`src/sv/sbxks_pkg.sv`:
```
// Shared types, constants and the letter test for the single-byte XOR key search.
// No dependencies; every other file imports this package.
`timescale 1ns / 1ps

package sbxks_pkg;

  // Key space and score sizing
  localparam int NUM_KEYS = 256;
  localparam int KEY_W    = $clog2(NUM_KEYS);
  localparam int SCORE_W  = 13;
  localparam int MAX_LEN  = 4096;

  // Stream widths
  localparam int IN_DATA_W  = 8;
  localparam int OUT_DATA_W = 24;

  // Controller states
  typedef enum logic [1:0] {
    ST_IDLE,
    ST_SWEEP,
    ST_FINISH
  } state_e;

  // Commands from the controller to the datapath
  typedef struct packed {
    logic count;     // add one byte into every key counter
    logic clr_best;  // restart the running maximum
    logic shift;     // advance the sweep by one key
    logic load;      // copy the winner into the output register
  } cmd_t;

  // Status from the datapath to the controller
  typedef struct packed {
    logic sweep_last;  // the sweep is looking at the highest key
  } status_t;

  // True for A-Z, a-z and space
  function automatic logic is_letter_or_space(input logic [7:0] d);
    logic [7:0] low;
    low = d | 8'h20;
    return (d == 8'h20) || ((low >= 8'h61) && (low <= 8'h7A));
  endfunction

endpackage

```
`src/sv/sbxks_ctrl.sv`:
```
// Controller for the key search: sequences byte counting, the argmax sweep
// and the result handoff. Depends on sbxks_pkg.
`timescale 1ns / 1ps

module sbxks_ctrl
  import sbxks_pkg::*;
(
  input  logic    clk_i,
  input  logic    rst_ni,
  input  logic    in_valid_i,
  input  logic    in_last_i,
  output logic    in_ready_o,
  output logic    out_valid_o,
  input  logic    out_ready_i,
  input  status_t status_i,
  output cmd_t    cmd_o
);

  state_e state_q, state_d;
  logic   out_valid_q, out_valid_d;
  logic   in_xfer;

  assign in_xfer = in_valid_i && in_ready_o;

  // Next state
  always_comb begin
    state_d = state_q;
    case (state_q)
      ST_IDLE: begin
        if (in_xfer && in_last_i) state_d = ST_SWEEP;
      end
      ST_SWEEP: begin
        if (status_i.sweep_last) state_d = ST_FINISH;
      end
      ST_FINISH: begin
        if (!out_valid_q || out_ready_i) state_d = ST_IDLE;
      end
      default: state_d = ST_IDLE;
    endcase
  end

  // Outputs and commands
  always_comb begin
    in_ready_o     = 1'b0;
    cmd_o          = '0;
    case (state_q)
      ST_IDLE: begin
        in_ready_o     = 1'b1;
        cmd_o.count    = in_xfer;
        cmd_o.clr_best = in_xfer && in_last_i;
      end
      ST_SWEEP: begin
        cmd_o.shift = 1'b1;
      end
      ST_FINISH: begin
        cmd_o.load = !out_valid_q || out_ready_i;
      end
      default: ;
    endcase
  end

  // Hold the result valid until its transfer; a new load takes priority
  always_comb begin
    out_valid_d = out_valid_q;
    if (cmd_o.load) begin
      out_valid_d = 1'b1;
    end else if (out_ready_i) begin
      out_valid_d = 1'b0;
    end
  end

  assign out_valid_o = out_valid_q;

  always_ff @(posedge clk_i or negedge rst_ni) begin
    if (!rst_ni) begin
      state_q     <= ST_IDLE;
      out_valid_q <= 1'b0;
    end else begin
      state_q     <= state_d;
      out_valid_q <= out_valid_d;
    end
  end

endmodule

```
`config.mk`:
```
export PLATFORM = sky130hd
export DESIGN_NAME = sbxks_ctrl
export DESIGN_NICKNAME = d
export VERILOG_FILES = /design/src/sv/sbxks_pkg.sv /design/src/sv/sbxks_ctrl.sv
export SDC_FILE = /design/constraint.sdc
export NUM_CORES = 1
export LEC_CHECK = 0
export CORE_AREA = 2 2 39 41
export CTS_CLUSTER_DIAMETER = 40
export DETAILED_ROUTE_END_ITERATION = 10
export DIE_AREA = 0 0 41 43
export DONT_BUFFER_PORTS = 1
export PLACE_DENSITY_LB_ADDON = 0.1
export SLEW_MARGIN = 20
export SYNTH_ARGS = -nofsm -noshare
export SYNTH_HDL_FRONTEND = slang
export SYNTH_SLANG_ARGS = --single-unit
```
`constraint.sdc`:
```
create_clock -name clk_i -period 1.62 [get_ports clk_i]
set_clock_uncertainty 0.15 [all_clocks]
set_input_delay 0.081 -clock clk_i [delete_from_list [all_inputs] [get_ports clk_i]]
set_output_delay 0.081 -clock clk_i [all_outputs]
set_load 0.02 [all_outputs]
```
-- Word level (Yosys, flattened, before mapping)
Index checks and enable logic that the tools add are counted.
- word-level logic and storage cells: 24
- output and inout bits: 6
- memory bits (read-only): 0
- flip-flop bits (word level): 3
- memories: 0
- latch bits: 0
- RAM bits: 0
- input port bits: 6
- divide/modulo/power cells: 0
- magnitude comparators: 0
- muxes and demuxes: 10
- reductions and logical operators: 7
- bitwise operators: 0
- multiply operators: 0
- shift operators: 0
- add/sub/neg operators: 0
- equality and inequality tests: 5
- operators with widths (operator ; count):
    2-to-1 mux 2 bit ; 4
    inequality test 2 bit (second input constant) ; 3
    one-hot mux 2 bit (3 select lines) ; 1
    2-to-1 mux 1 bit ; 5
    AND reduction 3 bit ; 1
    equality test 2 x 1 -> 1 bit (second input constant) ; 1
    equality test 2 bit (second input constant) ; 1
    logical AND 1 bit ; 2
    zero test 2 bit ; 1
    nonzero test 2 bit ; 1
    zero test 1 bit ; 1
    logical OR 1 bit ; 1

-- Depth between registers and ports, before layout
Gate-level depths: netlist (run 1).
- depth after elaboration: 6
- gate-level depth with buffers: 3
- depth with buffers taken out: 2

-- Worst setup path before layout (run 1)
OpenSTA, ideal clock, no wires.
- path type: register -> output
- from: register state_q[1]
- to: output cmd_o[2] (netlist name)
- required time: 1.389 ns
- path buffers: 0
- arrival: 1.108 ns
- setup slack: 0.281 ns
- stages on the path, launching flop included: 3
- cells stage by stage: dfrtp_1 > nor3b_2 > and2_1
- RTL lines (item ; RTL line ; source):
    start, declared ; sbxks_ctrl.sv:19 ; state_e state_q, state_d;
    start signal, assigned ; sbxks_ctrl.sv:79 ; state_q <= state_d;
    end, declared ; sbxks_ctrl.sv:16 ; output cmd_t cmd_o

==> flow_metrics.tcl, run 1 <==
set metrics [dict create \
    dp.cells 31 \
    nets 31 \
    stdcell_count 40 \
    multi_input_area_um2 71.3 \
    cts_resized 0 \
    drive_above_1_share_pct 25.0 \
    worst_hold_path_type "in -> reg" \
    worst_pin_slew_ns 0.419 \
    die-area_um2 1760 \
    io_pins 12 \
    pre_cts_ws_ns 0.385 \
    wl_per_cell_um 9.18 \
    port_buffers 0 \
    crit_chain "nand2b_1 > nor2b_1" \
    clkTransAtPathRegs_ns 0.04 \
    critPathTopFamily "simple AND/OR/NAND/NOR gates" \
    powerDensity_nw_per_um2 1210 \
    grt_usage_pct 5.02 \
    antenna_cells 0 \
    finalCritPeriodShare_pct 89.3 \
    clk_latency_ns 0.23 \
    worstSetupEndpointType "output port" \
    drtPass1Iterations 2 \
    hold_viol 0 \
    grt-ovfl-total 0 \
    drt-initial-drc-count 2 \
    grt_pass1_wl_um 517 \
    status "complete, no violations" \
    slowest_stage "dfrtp_1" \
    core-area_um2 1380 \
    yosysSeqAreaShare_pct 47.6 \
    setup_violations 0 \
    drv_cap 0 \
    synth.net_count 21 \
    slowest_delay_ns 0.45 \
    power_leakage_nw 0.115 \
    report.final.slew_viol_count 0 \
    synth_warnings 0 \
    crit_type "reg -> out" \
    cp-start-kind "flop" \
    antenna_found_initial 0 \
    ys_ff_latch 3 \
    grt_max_degree 5 \
    clock_path_buffers 2 \
    avgSynthCellArea_um2 10.5 \
    die_y_um 43 \
    drt_wl_total_um 367 \
    syn_inst 15 \
    required_ns 1.39 \
    rows 14 \
    dp_hpwl_um 283 \
    register_area_um2 75.1 \
    clockRootBuffer "clkbuf_4" \
    num_vias 143 \
    ant_nets 0 \
    fin_ws_ns 0.174 \
    peakVddDrop_uv 502 \
    path_buf_inv 0 \
    clock_sinks 3 \
    netlist_area_um2 158 \
    first_global_vias 145 \
    h-tree-depth 1 \
    cp_max_fo 3 \
    die_width_um 41 \
    layout_min_cycle_time_ns 1.45 \
    cts-buffers-inserted 3 \
    clock.fmax_ghz 0.691 \
    rsz0062_at_grt "no" \
    fin_setup_tns_ns 0 \
    gp_congestion 0.542 \
    initial_utilization_pct 11.4 \
    synth_cell_types 12 \
    relSlewSlack_pct 72.0 \
    syn2layout_area_growth_pct 61.1 \
    vias_per_cell 3.58 \
    fillCellCount 153 \
    drc 0 \
    cts_tree "yes" \
    power_mw 0.306 \
    arrival_ns 1.22 \
]
==> cells in the mapped netlist <==
| master | number | area (um^2) |
|---|---|---|
| nor2b_1 | 1 | 6.26 |
| inv_1 | 1 | 3.75 |
| buf_4 | 1 | 7.51 |
| dfrtp_1 | 3 | 75.1 |
| nand2b_1 | 2 | 12.5 |
| and2_1 | 1 | 6.26 |
| nand2_1 | 1 | 3.75 |
| a22o_1 | 1 | 8.76 |
| nor3b_2 | 1 | 12.5 |
| nor2_1 | 1 | 3.75 |
| nor2b_2 | 1 | 8.76 |
| o2bb2ai_1 | 1 | 8.76 |
==> cells by family after synthesis <==
| family | Yosys count | synth area share [%] |
|---|---|---|
| AO/OA/AOI/OAI | 2 | 11.1 |
| AND/OR/NAND/NOR | 8 | 34.1 |
| buffers and inverters | 2 | 7.14 |
| flip-flops | 3 | 47.6 |
==> metal layers <==
metal  vias to the layer above  GRT usage, %  routed length, um
met3                         0          5.24                 64
met1                        63          5.77                167
met4                         0          4.00                  0
li1                         66             -                  -
met5                         -             0                  0
met2                        14          5.00                135
==> layout make-up <==
class	instances	area share, %
sequential	3	29.6
timing repair buffer	6	22.7
tap	16	7.88
clock buffer	4	10.3
inverter	1	1.48
multi-input combinational	10	28.1
==> placed cells by master (no fill, tap or decap) <==
cell,n
a22o_1,1
dlygate4sd3_1,5
o2bb2ai_1,1
clkbuf_1,1
nor2b_2,1
clkbuf_4,3
nor2_1,1
nand2b_1,2
and2_1,1
nand2_1,1
nor2b_1,1
inv_1,1
nor3b_2,1
buf_4,1
dfrtp_1,3
==> power breakdown <==
part           switching, mW  internal (mW)  leakage [nW]
Combinational         0.0427         0.0290        0.0605
Clock                 0.0395         0.0924        0.0150
Sequential            0.0164         0.0862        0.0396
Total                 0.0986          0.208         0.115
==> sequential cells by signal, indices dropped and copies added, names as in the netlist <==
name	flops
state_q	2
out_valid_o	1
==> path summary, 6_finish.rpt <==
| path | start | end | slack [ns] | cells after the start |
|---|---|---|---|---|
| max | out_valid_o$_DFFE_PN0P_ | cmd_o[0] | 0.17 | 2 |
| min | in_valid_i | state_q[0]$_DFFE_PN0P_ | 0.11 | 2 |
| max reg2reg | state_q[0]$_DFFE_PN0P_ | state_q[0]$_DFFE_PN0P_ | 0.50 | 2 |
| min reg2reg | state_q[1]$_DFFE_PN0P_ | out_valid_o$_DFFE_PN0P_ | 0.48 | 2 |
| max in group asynchronous | rst_ni | out_valid_o$_DFFE_PN0P_ | 0.68 | 2 |
| min in group asynchronous | rst_ni | state_q[1]$_DFFE_PN0P_ | 0.49 | 2 |
==> worst register-to-register path, stage by stage, from the launching register on <==
cell and delay, ns:
dfrtp_1 0.39, nor2b_2 0.34, a22o_1 0.18
==> repair_timing <==
item | 4_1_cts | 5_1_grt
buffers inserted | 0 | 0
endpoints found under the hold margin | 6 | 0
hold buffers | 5 | 0
endpoints found under the setup margin | 0 | 0
==> per-stage QoR <==
| step | instance area [um^2] | util (%) | hold WS [ns] |
|---|---|---|---|
| 6_report | 254 | 18.4 | 0.109 |
| 5_1_grt | 254 | 18.4 | 0.117 |
| 4_1_cts | 254 | 18.4 | 0.116 |
| 3_5_place_dp | 178 | 12.8 | -0.364 |
| 3_3_place_gp | 178 | 12.8 | -0.365 |
| 2_1_floorplan | 158 | - | -0.365 |
Power figures use the tool's default switching activity.
==> inputs of run 2 (changes only) <==
Settings changed: REMOVE_ABC_BUFFERS from default to 1.
==> run 2 against run 1 <==
Against the previous run:
- worst hold slack better by 0.0035 ns
- register-to-register slack about the same
- die area unchanged
- sequential power about the same
- critical path depth unchanged
- count of clock-buffer cells in the layout unchanged
- largest cell class unchanged
==> flow_metrics.tcl, run 2 (same netlist as run 1, synthesis figures left out) <==
set metrics [dict create \
    status "complete, no violations" \
    clkTransAtPathRegs_ns 0.04 \
    drt-initial-drc-count 0 \
    cts_setup_buffers 0 \
    cp_max_fo 3 \
    grt_max_degree 5 \
    layout_common_cells "5 x dlygate4sd3_1, 3 x clkbuf_4, 3 x dfrtp_1" \
    postLayoutCellArea_um2 254 \
    layout_min_cycle_time_ns 1.44 \
    drc 0 \
    h-tree-depth 1 \
    crit_type "reg -> out" \
    dpl_cell_area_um2 178 \
    grt-ovfl-total 0 \
    num_vias 135 \
    cts_hold_buf 5 \
    syn2layout_area_growth_pct 61.1 \
    antenna_found_initial 0 \
    drv_cap 0 \
    cts_tree "yes" \
    port_buffers 0 \
    powerDensity_nw_per_um2 1200 \
    crit_chain "nand2b_1 > nor2b_1" \
    first_global_vias 140 \
    power_leakage_nw 0.115 \
    cts-buffers-inserted 3 \
    critPathTopFamily "simple AND/OR/NAND/NOR gates" \
    clock_sinks 3 \
    slowest_stage "dfrtp_1" \
    hold_viol 0 \
    peakVddDrop_uv 276 \
    stdcell_count 40 \
    worst_hold_path_type "in -> reg" \
    io_pins 12 \
    setup_violations 0 \
    rsz0062_at_grt "no" \
    path_buf_inv 0 \
    relSlewSlack_pct 72.6 \
    clock.fmax_ghz 0.696 \
    grt_usage_pct 6.33 \
    ant_nets 0 \
    arrival_ns 1.21 \
    core-area_um2 1380 \
    slowest_delay_ns 0.45 \
    drtPass1Iterations 1 \
    fin_util_pct 18.4 \
    cts_resized 0 \
    nets 31 \
    fin_setup_tns_ns 0 \
    die_y_um 43 \
    drt_wl_total_um 417 \
    finalCritPeriodShare_pct 88.7 \
    rows 14 \
    dp.cells 31 \
    fin_ws_ns 0.182 \
    drive_above_1_share_pct 25.0 \
    largest-register "state_q" \
    largest_register_ffs 2 \
    gp_congestion 0.568 \
    die_width_um 41 \
    layout_commonest_cell "dlygate4sd3_1" \
    initial_utilization_pct 11.4 \
    worst_pin_slew_ns 0.411 \
    grt_pass1_wl_um 614 \
    vias_per_cell 3.38 \
    die-area_um2 1760 \
    worstSetupEndpointType "output port" \
    pre_cts_ws_ns 0.412 \
    required_ns 1.39 \
    wl_per_cell_um 10.4 \
    cp-start-kind "flop" \
    hold_ws_ns 0.113 \
    antenna_cells 0 \
    clk_latency_ns 0.23 \
    power_mw 0.305 \
    clockRootBuffer "clkbuf_4" \
    clock_path_buffers 2 \
    report.final.slew_viol_count 0 \
]
run 2: cell counts in the layout (fill, tap and decap cells not counted):
No cell type changed its count.
run 2: worst reg2reg max path, cell delays in order (launching register included):
cell and delay, ns:
dfrtp_1 0.42, nor2b_2 0.33, a22o_1 0.18
run 2: per-layer routing:
| layer | routed length [um] | GRT usage, % | up-vias |
|---|---|---|---|
| met1 | 170 | 5.16 | 62 |
| met2 | 204 | 6.88 | 7 |
| met5 | 0 | 0 | - |
| met4 | 0 | 8.00 | 0 |
| met3 | 42 | 6.81 | 0 |
| li1 | - | - | 66 |
run 2: path summary, 6_finish.rpt:
path	startpoint	end	slack, ns	cells past startpoint
max	out_valid_o$_DFFE_PN0P_	cmd_o[0]	0.18	2
min	in_valid_i	state_q[0]$_DFFE_PN0P_	0.11	2
max reg2reg	state_q[1]$_DFFE_PN0P_	state_q[0]$_DFFE_PN0P_	0.49	2
min reg2reg	state_q[1]$_DFFE_PN0P_	out_valid_o$_DFFE_PN0P_	0.49	2
max in group asynchronous	rst_ni	out_valid_o$_DFFE_PN0P_	0.69	2
min in group asynchronous	rst_ni	state_q[1]$_DFFE_PN0P_	0.49	2
run 2: cell type report:
class	instances	area, um^2
well taps	16	20.0
inverters	1	3.75
clock buffers	4	26.3
flip-flops and latches	3	75.1
repair buffers	6	57.6
multi-input cells	10	71.3
fillers	164	1130
run 2: power breakdown:
group          leakage (nW)  switching (mW)  internal [mW]
sequential           0.0396          0.0159         0.0862
combinational        0.0605          0.0436         0.0290
clock                0.0150          0.0380         0.0923
total                 0.115          0.0975          0.207
