[config.mk]
export PLATFORM = sky130hd
export DESIGN_NAME = sbxks_argmax
export DESIGN_NICKNAME = d
export VERILOG_FILES = /design/src/sv/sbxks_pkg.sv /design/src/sv/sbxks_argmax.sv
export SDC_FILE = /design/constraint.sdc
export NUM_CORES = 1
export LEC_CHECK = 0
export ABC_CLOCK_PERIOD_IN_PS = 2100
export BUFFER_PORTS_ARGS = -buffer_cell sky130_fd_sc_hd__buf_4
export CAP_MARGIN = 40
export CORE_ASPECT_RATIO = 1.1
export CORE_MARGIN = 4
export CORE_UTILIZATION = 53
export CTS_BUF_LIST = sky130_fd_sc_hd__clkbuf_8
export CTS_CLUSTER_SIZE = 20
export DETAILED_ROUTE_END_ITERATION = 8
export PLACE_DENSITY = 0.89
export SYNTH_ARGS = -nofsm -noshare
export SYNTH_HDL_FRONTEND = slang
export SYNTH_SLANG_ARGS = --single-unit
[constraint.sdc]
create_clock -name clk_i -period 2.1 [get_ports clk_i]
set_input_delay 0.105 -clock clk_i [delete_from_list [all_inputs] [get_ports clk_i]]
set_output_delay 0.105 -clock clk_i [all_outputs]
set_load 0.05 [all_outputs]
[src/sv/sbxks_pkg.sv]
// Shared types, constants and the letter test for the single-byte XOR key search.
// No dependencies; every other file imports this package.
`timescale 1ns / 1ps

package sbxks_pkg;

  // Key space and score sizing
  localparam int NUM_KEYS = 256;
  localparam int KEY_W    = $clog2(NUM_KEYS);
  localparam int SCORE_W  = 13;
  localparam int MAX_LEN  = 4096;

  // Stream widths
  localparam int IN_DATA_W  = 8;
  localparam int OUT_DATA_W = 24;

  // Controller states
  typedef enum logic [1:0] {
    ST_IDLE,
    ST_SWEEP,
    ST_FINISH
  } state_e;

  // Commands from the controller to the datapath
  typedef struct packed {
    logic count;     // add one byte into every key counter
    logic clr_best;  // restart the running maximum
    logic shift;     // advance the sweep by one key
    logic load;      // copy the winner into the output register
  } cmd_t;

  // Status from the datapath to the controller
  typedef struct packed {
    logic sweep_last;  // the sweep is looking at the highest key
  } status_t;

  // True for A-Z, a-z and space
  function automatic logic is_letter_or_space(input logic [7:0] d);
    logic [7:0] low;
    low = d | 8'h20;
    return (d == 8'h20) || ((low >= 8'h61) && (low <= 8'h7A));
  endfunction

endpackage

[src/sv/sbxks_argmax.sv]
// Running maximum over the swept scores plus the output result register.
// Depends on sbxks_pkg.
`timescale 1ns / 1ps

module sbxks_argmax
  import sbxks_pkg::*;
(
  input  logic               clk_i,
  input  logic               rst_ni,
  input  cmd_t               cmd_i,
  input  logic [SCORE_W-1:0] head_score_i,
  output status_t            status_o,
  output logic [KEY_W-1:0]   best_key_o,
  output logic [SCORE_W-1:0] best_score_o,
  output logic               key_found_o
);

  logic [KEY_W-1:0]   idx_q;
  logic [KEY_W-1:0]   run_key_q;
  logic [SCORE_W-1:0] run_score_q;
  logic [KEY_W-1:0]   res_key_q;
  logic [SCORE_W-1:0] res_score_q;

  // Sweep key index; wraps to zero after the last key
  always_ff @(posedge clk_i or negedge rst_ni) begin
    if (!rst_ni) begin
      idx_q <= '0;
    end else if (cmd_i.shift) begin
      idx_q <= idx_q + KEY_W'(1);
    end
  end

  assign status_o.sweep_last = (idx_q == KEY_W'(NUM_KEYS - 1));

  // Keep the first strictly higher score, so ties go to the lower key
  always_ff @(posedge clk_i) begin
    if (cmd_i.clr_best) begin
      run_key_q   <= '0;
      run_score_q <= '0;
    end else if (cmd_i.shift && (head_score_i > run_score_q)) begin
      run_key_q   <= idx_q;
      run_score_q <= head_score_i;
    end
  end

  // Output register
  always_ff @(posedge clk_i) begin
    if (cmd_i.load) begin
      res_key_q   <= run_key_q;
      res_score_q <= run_score_q;
    end
  end

  assign best_key_o   = res_key_q;
  assign best_score_o = res_score_q;
  assign key_found_o  = (res_score_q != '0);

endmodule

After elaboration in Yosys (flattened, before gate mapping)
Index checks and enable logic that the tools add are counted.
{"block": "op_classes", "n_addsub": 1, "mul": 0, "n_div": 0, "order_cmp": 1, "eq_ne": 1, "n_shift": 0, "n_mux": 0, "n_bitwise": 0, "n_reduce_logical": 2}
{"op": "greater-than comparator 13 bit", "n": 1}
{"op": "nonzero test 13 bit", "n": 1}
{"op": "adder 8 x 1 -> 8 bit, second input constant", "n": 1}
{"op": "equality test 8 bit, second input constant", "n": 1}
{"op": "logical AND 1 bit", "n": 1}
{"block": "word_totals", "register_bits": 50, "latch_bits": 0, "ram_bits": 0, "rom_bits": 0, "in_bits": 19, "out_inout_bits": 23, "word_cells": 10, "mem_count": 0}

Longest topological paths before layout
Gate-level depths: netlist of the first run.
{"block": "depth", "depth_word": 2, "depth_mapped": 8, "mapped_depth_nobuf": 7}

Worst setup path before layout of the first run
OpenSTA, ideal clock, no wires.
{"block": "synth_timing", "path_type": "register to register", "startpoint": "reg run_score_q[12]", "endpoint": "reg run_key_q[0]", "setup_ps": 141, "arrival_ps": 1926, "t_required_ps": 1959, "setup_slack_ps": 33, "stages_incl_launch_ff": 9, "path_buffers": 1, "synth_period_minus_slack_ps": 2067, "path_cell_list": "dfxtp_1 > inv_1 > ha_1 > nand4_2 > or3_4 > o31a_4 > buf_6 > o2111ai_1 > o311ai_2"}
{"block": "synth_between", "elab_chain_cells": 2}
{"element": "from (decl)", "line_no": "sbxks_argmax.sv:20", "text": "logic [SCORE_W-1:0] run_score_q;"}
{"element": "from (signal assigned)", "line_no": "sbxks_argmax.sv:42", "text": "run_score_q <= head_score_i;"}
{"element": "greater-than comparator 13 bit", "line_no": "sbxks_argmax.sv:40", "text": "end else if (cmd_i.shift && (head_score_i > run_score_q)) begin"}
{"element": "logical AND 1 bit", "line_no": "sbxks_argmax.sv:40"}
{"element": "to (signal assigned)", "line_no": "sbxks_argmax.sv:41", "text": "run_key_q <= idx_q;"}
{"element": "to (decl)", "line_no": "sbxks_argmax.sv:19", "text": "logic [KEY_W-1:0] run_key_q;"}
Every way passes these cells.
A chain may end at the register's enable or synchronous reset.

Worst setup path after layout of the first run
{"block": "layout_timing", "startpoint": "reg run_score_q[7]", "endpoint": "reg run_score_q[4]"}
{"block": "layout_between", "elab_chain_cells": 2}
{"element": "greater-than comparator 13 bit", "line_no": "sbxks_argmax.sv:40"}
{"element": "logical AND 1 bit", "line_no": "sbxks_argmax.sv:40"}
Every way passes these cells.

==> flow_metrics.tcl, run 1 <==
set metrics [dict create \
    clock-sinks 50 \
    area_growth_pct 32.00 \
    period_share 1.005 \
    crit_fanout 18 \
    drt_first_pass_iters 5 \
    yosysSeqAreaShare 0.4878 \
    slowest_stage "or3_4" \
    final_area_sq_um 3386 \
    grt_overflow 0 \
    place.gp.congestion 0.8384 \
    max_cap_viol_count 0 \
    grt_pass1_wl_um 10800 \
    dieArea_sq_um 6018 \
    track_usage 0.2392 \
    cts.path.max_buffers 2 \
    dr_total_vias 2247 \
    drtIter0Drc 342 \
    clkLatencyLatePin_ns 0.32 \
    worstMarginPinSlew_ns 0.5102 \
    syn_nets 247 \
    path_buf_inv 2 \
    p_total_mw 2.852 \
    die_y_um 80.96 \
    yosysWarnings 0 \
    hold_viol 0 \
    drc 0 \
    ys_seq_elements 50 \
    fin_ws_ns -0.01136 \
    synthCells 214 \
    synth_cell_types 34 \
    cts_buffers 5 \
    rsz0062_at_grt "yes" \
    drive_gt1_frac 0.4869 \
    vdd_ir_drop_max_mv 0.5622 \
    startpoint_type "flop" \
    dpl_worst_slack_ns -0.1370 \
    placed_cell_area_sq_um 2999 \
    fp.dieW_um 74.33 \
    critPathKind "flop to flop" \
    port_buffers 40 \
    timing.hold.ws_ns 0.03619 \
    critical_path_arrival_ns 2.30 \
    drt_wl_total_um 7733 \
    failed_checks "negative setup slack" \
    cellLeakagePower_nw 1.236 \
    synthesis.area_sq_um 2565 \
    avgSynthCellArea_sq_um 11.99 \
    hold_path_class "input pin to flop" \
    cts_tree "built" \
    outcome "complete, but fails checks" \
    initial_core_util 0.5514 \
    clockRootBuffer "clkbuf_8" \
    h-tree-depth 2 \
    vias_per_cell 6.957 \
    slowest_delay_ns 0.39 \
    maxSlewViolCount 0 \
    finalCriticalPeriod_ns 2.111 \
    core_area_sq_um 4652 \
    path_cells "inv_1 -> ha_1 -> nand2_1 -> or3_4 -> o31a_4 -> buf_12 -> o2111ai_1 -> o311ai_2" \
    wl_per_cell_um 23.94 \
    dp_hpwl_um 4101 \
    ant_nets 0 \
    grt_max_degree 43 \
    relSlewSlack 0.6598 \
    pin_count 42 \
    worst_path_dominant_cell_family "compound AO/OA/AOI/OAI gates" \
    pwr_density_cell_nw_per_um2 842.3 \
    finalClockSkew_ns 0.008390 \
    r2r_slack_ns -0.01 \
    grt_pass1_vias 2159 \
    worstSetupEndpointType "flop" \
    setup_viol_count_final 1 \
    fin_util 0.7278 \
    n_fill_cell 268 \
    clock.fmax_mhz 473.6 \
    n_antenna_cell 0 \
    fin_nets 299 \
    placementRows 26 \
    clk_pin_slew_ns 0.10 \
    antenna_found_initial 0 \
    required_ns 2.29 \
]
## where the power goes
group          switching, mW  internal (mW)
logic                  0.527          0.359
registers              0.164           1.19
clock network          0.364          0.247
## final cells by class
type,count,area [sq um],area share
well taps,56,70.07,0.02069
clock inverters,3,28.78,0.008500
multi-input cells,122,1328,0.3921
repair buffers,64,543.0,0.1604
flip-flops and latches,50,1261,0.3725
inverters,23,86.33,0.02550
clock buffers,5,68.82,0.02033
## metal layers
layer  GRT usage  vias to the layer above  part of all wire  wire [um]
met5           0                        -                 0          0
li1            -                      964                 -          -
met4      0.1317                        0             0.059        457
met1      0.3009                     1079              0.37       2869
met2      0.3848                      162              0.49       3764
met3     0.04579                       42             0.083        641
## cells in the mapped netlist
library cell / instances / area share
buf_2: 2 / 0.0039
nor2b_1: 1 / 0.0024
or2_2: 1 / 0.0024
o2111ai_1: 21 / 0.072
and3_1: 1 / 0.0024
dfxtp_1: 21 / 0.16
nand4_1: 26 / 0.063
o221ai_1: 1 / 0.0034
edfxtp_1: 21 / 0.25
a31oi_1: 1 / 0.0024
o221a_2: 1 / 0.0044
a31o_2: 1 / 0.0034
o311ai_1: 2 / 0.0068
inv_1: 22 / 0.032
xor2_1: 1 / 0.0034
clkbuf_1: 13 / 0.019
nand2_1: 6 / 0.0088
xnor2_1: 6 / 0.020
buf_6: 4 / 0.018
o311ai_2: 19 / 0.12
or3_4: 1 / 0.0044
mux2_2: 1 / 0.0044
nand4_2: 1 / 0.0049
nand3_1: 4 / 0.0078
clkinv_1: 1 / 0.0015
nor4_1: 2 / 0.0049
o31a_4: 1 / 0.0068
nor2_1: 2 / 0.0029
o21bai_1: 1 / 0.0029
o21a_1: 1 / 0.0029
dfrtp_1: 8 / 0.078
nor3_1: 1 / 0.0019
a21oi_1: 5 / 0.0098
ha_1: 14 / 0.068
## placed cells by master (no fill, tap or decap), types with 4 or more instances in the layout
cell type,n
clkbuf_8,5
dfxtp_2,8
nand4_1,26
edfxtp_1,21
dfrtp_1,8
nand2_1,6
o2111ai_1,10
inv_2,5
ha_4,5
buf_6,4
ha_1,9
buf_4,56
dfxtp_1,13
xnor2_1,6
o2111ai_2,10
nand3_1,4
o311ai_2,20
a21oi_1,5
inv_1,17
## registers in the layout, indices dropped and copies added (netlist names)
signal	count
run_key_q	8
run_score_q	13
idx_q	8
best_key_o	8
best_score_o	13
## cell families after synthesis
group,share of synthesized area
mux,0.004390
compound gates,0.2351
buf+inv,0.07415
xor+xnor,0.02390
simple gates,0.1063
fa+ha+maj,0.06829
flops,0.4878
## metrics by stage
stage / TNS, ns / std cells
floorplan: 0 / 214
global placement: -0.2323 / 310
detailed placement: -2.232 / 310
CTS: 0 / 321
global route: -0.7187 / 323
finish: -0.01136 / 323
## worst paths after layout
check                                  end  cells past startpoint           start
max reg2reg                 run_score_q[4]                      8  run_score_q[7]
min in group asynchronous         idx_q[1]                      2          rst_ni
max                         run_score_q[4]                      8  run_score_q[7]
max in group asynchronous         idx_q[3]                      2          rst_ni
min                               idx_q[0]                      2        cmd_i[1]
min reg2reg                best_score_o[7]                      0  run_score_q[7]
## what timing repair did
action | 4_1_cts | 5_1_grt
endpoints found under the setup margin | 21 | 21
pin swaps | 4 | 4
hold endpoints to repair | 8 | 0
hold buffers | 1 | 0
cloned | 2 | 0
resized for setup | 21 | 25
setup buffers | 0 | 2
Note: power is estimated with default switching activity, not from simulation.
==> run 2, diff against run 1 <==
--- a/config.mk
+++ b/config.mk
@@ -15,6 +15,8 @@
 export CTS_CLUSTER_SIZE = 20
 export DETAILED_ROUTE_END_ITERATION = 8
 export PLACE_DENSITY = 0.89
+export REMOVE_ABC_BUFFERS = 1
+export SKIP_LAST_GASP = 1
 export SYNTH_ARGS = -nofsm -noshare
 export SYNTH_HDL_FRONTEND = slang
 export SYNTH_SLANG_ARGS = --single-unit
==> run 2 against run 1 <==
The flow still finishes with violations (negative setup slack). Via count up 0.27%. Count of clock-buffer cells in the layout unchanged. Combinational power about the same. Clock skew decreased by 0.0039 ns. Wire length shrank 1.4%. Die area is the same. Non-clock buffer count grew 3. Critical path depth fell by 1. Fmax is 5.4% lower. First-iteration DRC count decreased by 24%. Clock power is 6.5% lower. Critical path type unchanged. Largest cell class unchanged.
==> flow_metrics.tcl, run 2 (synthesized netlist as in run 1, its figures left out) <==
set metrics [dict create \
    register_area_sq_um 1261 \
    h-tree-depth 2 \
    drtIter0Drc 259 \
    pin_count 42 \
    worstMarginPinSlew_ns 0.4930 \
    layout.cells.non_filler 326 \
    drt_wl_total_um 7622 \
    hold_path_class "input pin to flop" \
    top_layer "met4" \
    area_growth_pct 30.24 \
    maxSlewViolCount 0 \
    setup_viol_count_final 21 \
    max_cap_viol_count 0 \
    dp_cells 308 \
    dr_total_vias 2253 \
    required_ns 2.28 \
    grt_pass1_vias 2140 \
    cts_buffers 5 \
    pwr_density_cell_nw_per_um2 843.5 \
    clock-sinks 50 \
    wl_per_cell_um 23.38 \
    failed_checks "negative setup slack" \
    place.gp.congestion 0.8136 \
    cellLeakagePower_nw 1.231 \
    fin_nets 302 \
    worstSetupEndpointType "flop" \
    dp_hpwl_um 4042 \
    finalCriticalPeriod_ns 2.232 \
    clkLatencyLatePin_ns 0.31 \
    port_buffers 40 \
    cts.path.max_buffers 2 \
    fin_ws_ns -0.1319 \
    ant_nets 0 \
    vdd_ir_drop_max_mv 0.4831 \
    wl_met1_um 2876 \
    finalClockSkew_ns 0.004464 \
    p_total_mw 2.818 \
    hold_viol 0 \
    clk_pin_slew_ns 0.09 \
    mostFrequentLayoutCells "58 x buf_4, 26 x nand4_1, 21 x edfxtp_1" \
    met3_length_um 607 \
    grt_max_degree 43 \
    multi_input_area_sq_um 1284 \
    final_common_cell "buf_4" \
    critPathKind "flop to flop" \
    relSlewSlack 0.6713 \
    startpoint_type "flop" \
    critical_path_arrival_ns 2.42 \
    drc 0 \
    placementRows 26 \
    core_area_sq_um 4652 \
    cts_tree "built" \
    grt_pass1_wl_um 10610 \
    dieArea_sq_um 6018 \
    antenna_found_initial 0 \
    drt_first_pass_iters 5 \
    track_usage 0.2324 \
    die_y_um 80.96 \
    outcome "complete, but fails checks" \
    clock.fmax_mhz 448.0 \
    crit_fanout 5 \
    n_antenna_cell 0 \
    clockRootBuffer "clkbuf_8" \
    setup_tns_ns -1.250 \
    met2_length_um 3723 \
    initial_core_util 0.5514 \
    drive_gt1_frac 0.4667 \
    rsz0062_at_grt "yes" \
    grt_overflow 0 \
    vias_per_cell 6.911 \
    n_fill_cell 279 \
    period_share 1.063 \
    fp.dieW_um 74.33 \
]
## run 2: cell types whose count changed in the layout (fill, tap and decap cells not counted), sizes merged
cell	previous run	this run
buf	63	66
clkinv	3	2
inv	23	24
## run 2: timing repair
| item | 4_1_cts | 5_1_grt |
|---|---|---|
| resized for setup | 16 | 25 |
| endpoints found under the setup margin | 21 | 21 |
| hold endpoints to repair | 8 | 0 |
| pin swaps | 8 | 19 |
| buffers inserted | 0 | 7 |
| cloned | 2 | 0 |
| hold buffers | 1 | 0 |
## run 2: final timing paths
kind	from	to	slack [ns]	depth (start not counted)
setup / recovery	run_score_q[4]	run_score_q[5]	-0.13	7
hold / removal	cmd_i[1]	idx_q[0]	0.05	2
setup reg to reg	run_score_q[4]	run_score_q[5]	-0.13	7
hold reg to reg	run_score_q[7]	best_score_o[7]	0.47	0
max in group asynchronous	rst_ni	idx_q[4]	1.82	2
min in group asynchronous	rst_ni	idx_q[3]	0.15	2
## run 2: metal layers
metal,vias to the layer above,GRT usage
li1,965,-
met4,0,0.08185
met2,159,0.4184
met1,1090,0.2755
met3,39,0.04084
met5,-,0
## run 2: stage by stage
| stage | cell area [sq um] | setup WS (ns) | utilization | hold WS [ns] |
|---|---|---|---|---|
| floorplan | 2461 | -0.3952 | - | -0.1906 |
| global placement | 2984 | -0.02631 | 0.6415 | -0.07161 |
| detailed placement | 2984 | -0.08733 | 0.6415 | -0.07154 |
| CTS | 3179 | -0.002566 | 0.6834 | 0.04908 |
| global route | 3341 | -0.1804 | 0.7181 | 0.05148 |
| finish | 3341 | -0.1319 | 0.7181 | 0.04591 |
## run 2: worst max-delay path, stage by stage, from the launching register on
cell	delay, ns
dfxtp_1	0.38
inv_1	0.10
ha_1	0.36
a21oi_1	0.44
a31oi_4	0.22
buf_6	0.18
o2111ai_1	0.27
o311ai_2	0.15
## run 2: power by group
group,internal [mW],switching (mW)
registers,1.19,0.169
logic,0.356,0.530
clock network,0.233,0.339
## run 2: area by class of cell
class | count | share of cell area
multi-input cells | 122 | 0.3843
flip-flops and latches | 50 | 0.3775
repair buffers | 67 | 0.1655
inverters | 23 | 0.02584
well taps | 56 | 0.02097
clock buffers | 5 | 0.02060
clock inverters | 3 | 0.005243
==> run 3, diff against run 2 <==
--- a/config.mk
+++ b/config.mk
@@ -5,16 +5,17 @@
 export SDC_FILE = /design/constraint.sdc
 export NUM_CORES = 1
 export LEC_CHECK = 0
+export ABC_AREA = 1
 export ABC_CLOCK_PERIOD_IN_PS = 2100
 export BUFFER_PORTS_ARGS = -buffer_cell sky130_fd_sc_hd__buf_4
 export CAP_MARGIN = 40
 export CORE_ASPECT_RATIO = 1.1
 export CORE_MARGIN = 4
-export CORE_UTILIZATION = 53
+export CORE_UTILIZATION = 52
 export CTS_BUF_LIST = sky130_fd_sc_hd__clkbuf_8
 export CTS_CLUSTER_SIZE = 20
 export DETAILED_ROUTE_END_ITERATION = 8
-export PLACE_DENSITY = 0.89
+export PLACE_DENSITY = 0.88
 export REMOVE_ABC_BUFFERS = 1
 export SKIP_LAST_GASP = 1
 export SYNTH_ARGS = -nofsm -noshare
==> run 3 against run 2 <==
The run now ends clean. Flip-flop and latch count unchanged. First-iteration DRC count is 29% lower. Sequential share of layout area is 7.0 points higher. Die area down 5.4%. Critical path depth is 5 higher. Cell area fell by 16%. Via count decreased by 21%. Area after synthesis decreased by 7.8%. Core utilization shrank 7.6 points. Setup slack better by 0.37 ns. Clock power is 4.0% higher. Largest power group unchanged. Highest routed layer unchanged.
==> flow_metrics.tcl, run 3 <==
set metrics [dict create \
    ys_top_cells_by_count "46 x inv_1, 43 x nand2_1, 24 x a21oi_1, 24 x nand3_1, 24 x nor2_1" \
    critical_path_arrival_ns 2.06 \
    cts_tree "built" \
    ys.flop_type "edfxtp_1" \
    wl_per_cell_um 12.33 \
    synth_area_leaders "edfxtp_1 27%, dfxtp_1 18%, dfrtp_1 8.5%" \
    max_cap_viol_count 0 \
    cts.path.max_buffers 2 \
    p_total_mw 2.637 \
    track_usage 0.1608 \
    setup_tns_ns 0 \
    h-tree-depth 2 \
    grt_pass1_vias 1675 \
    grt_pass1_wl_um 7079 \
    initial_core_util 0.5442 \
    mostFrequentLayoutCells "46 x inv_1, 43 x nand2_1, 41 x buf_4" \
    power.share.switching 0.3345 \
    clockRootBuffer "clkbuf_8" \
    intPower_mw 1.755 \
    drc 0 \
    clock.fmax_mhz 536.6 \
    yosysSeqAreaShare 0.5288 \
    hold_path_class "input pin to flop" \
    clock-sinks 50 \
    async_flop_share 0.1600 \
    pwr-share-seq 0.497 \
    reg2reg_from "run_score_q[12]" \
    ant_nets 0 \
    pwr_density_cell_nw_per_um2 943.9 \
    worstSetupEndpointType "flop" \
    crit_fanout 24 \
    drt_first_pass_iters 4 \
    hold_viol 0 \
    finalClockSkew_ns 0.006468 \
    yosysMostFrequentCell "inv_1" \
    required_ns 2.29 \
    met2_length_um 2283 \
    synthCells 260 \
    synth_top_area_cell "edfxtp_1" \
    avgSynthCellArea_sq_um 9.100 \
    core_area_sq_um 4348 \
    r2r_cells 12 \
    finalCriticalPeriod_ns 1.864 \
    drt_wl_total_um 4389 \
    placed_cell_area_sq_um 2679 \
    pin_count 42 \
    synth_top_area_frac 0.2665 \
    vias_per_cell 5.025 \
    final_area_sq_um 2794 \
    dr_total_vias 1789 \
    combPwrFrac 0.277 \
    rsz0062_at_grt "no" \
    fin_util 0.6426 \
    period_share 0.8875 \
    p_switching_mw 0.8823 \
    met3_length_um 212 \
    relSlewSlack 0.5376 \
    vdd_ir_drop_max_mv 0.4957 \
    top_layer "met4" \
    clkPwrFrac 0.226 \
    grt_max_degree 31 \
    drtIter0Drc 184 \
    r2r-end "run_score_q[5]" \
    place.gp.congestion 0.7838 \
    maxSlewViolCount 0 \
    final_common_cell "inv_1" \
    dieArea_sq_um 5694 \
    antenna_found_initial 0 \
    cts_buffers 5 \
    r2r_slack_ns 0.24 \
    clk_pin_slew_ns 0.08 \
    yosysWarnings 0 \
    fin_nets 334 \
    cellLeakagePower_nw 1.362 \
    synth_edf_count 21 \
    dp_hpwl_um 3167 \
    startpoint_type "flop" \
    outcome "finished, final reports clean" \
    worstMarginPinSlew_ns 0.6928 \
    die_y_um 78.75 \
    ys_seq_elements 50 \
    placementRows 25 \
    fp.dieW_um 72.32 \
    synthesis.area_sq_um 2366 \
    area_growth_pct 18.09 \
    wl_met1_um 1818 \
    setup_viol_count_final 0 \
    n_antenna_cell 0 \
    timing.hold.ws_ns 0.01365 \
    clkLatencyLatePin_ns 0.30 \
    critPathKind "flop to flop" \
    min_from "cmd_i[1]" \
    grt_overflow 0 \
    port_buffers 40 \
    hold_depth 2 \
    drive_gt1_frac 0.1921 \
    synth_cell_types 24 \
    min_to "idx_q[0]" \
]
[run 3: cell count changes after synthesis, sizes merged, moves of 3 or more]
cell	delta
nor3	+4
nand3	+21
nand4	-25
xor2	+6
nand2	+39
a21oi	+20
xnor2	-6
o2111ai	-21
buf	+3
clkbuf	-12
inv	+25
nor2	+24
o311ai	-21
[run 3: power by group through the flow]
stage	sequential [mW]	clock, mW	combinational [mW]
global route	1.33	0.641	0.812
detailed placement	1.33	0	0.727
finish	1.31	0.595	0.731
CTS	1.31	0.603	0.734
global placement	1.32	0	0.699
floorplan	1.45	0	0.373
[run 3: cell type report]
cell class                 count  area, sq um
timing repair buffer          44        357.8
sequential                    50         1251
clock inverter                 1        3.754
multi-input combinational    152        837.1
tap                           54        67.56
fill                         340         1554
clock buffer                   7        96.34
inverter                      48        180.2
[run 3: worst max-delay path by stage]
stage | slack (ns) | cells after the start | endpoint | start
6_report | 0.24 | 12 | run_score_q[5] | run_score_q[12]
2_1_floorplan | 0.03 | 10 | run_key_q[0] | run_score_q[12]
5_1_grt | 0.06 | 12 | run_score_q[10] | run_score_q[12]
3_3_place_gp | 0.18 | 11 | run_key_q[5] | run_score_q[12]
3_5_place_dp | 0.13 | 11 | run_score_q[6] | run_score_q[12]
4_1_cts | 0.09 | 11 | run_score_q[5] | run_score_q[12]
[run 3: stage by stage]
step                std cells  worst slack (ns)
detailed placement        347            0.1276
global route              356           0.06387
global placement          347            0.1751
CTS                       356           0.08710
finish                    356            0.2363
floorplan                 250           0.02724
[run 3: kinds of logic after synthesis]
| group | synth area share |
|---|---|
| compound gates | 0.05658 |
| fa+ha+maj | 0.07404 |
| buf+inv | 0.1195 |
| simple gates | 0.1951 |
| flops | 0.5288 |
| xor+xnor | 0.02591 |
[run 3: worst max-delay path: stages, from the launching register on]
cell and delay, ns:
dfxtp_1 0.37, inv_1 0.05, ha_1 0.30, nand2_2 0.07, nor2_2 0.15, nand3_2 0.09
clkinv_1 0.05, nand2_1 0.06, nand2_2 0.20, buf_12 0.20, nand3_1 0.09, nand2_1 0.07
nor2_1 0.05
[run 3: metal layers]
layer  vias up  GRT usage
met5         -          0
met1       835     0.1790
met4         0    0.06203
met3         6    0.03671
li1        908          -
met2        40     0.2923
[run 3: timing repair]
item | in CTS | in global routing
endpoints found under the hold margin | 8 | 0
setup endpoints to repair | 0 | 15
resized for setup | 0 | 1
hold buffers | 1 | 0
setup buffers | 0 | 0
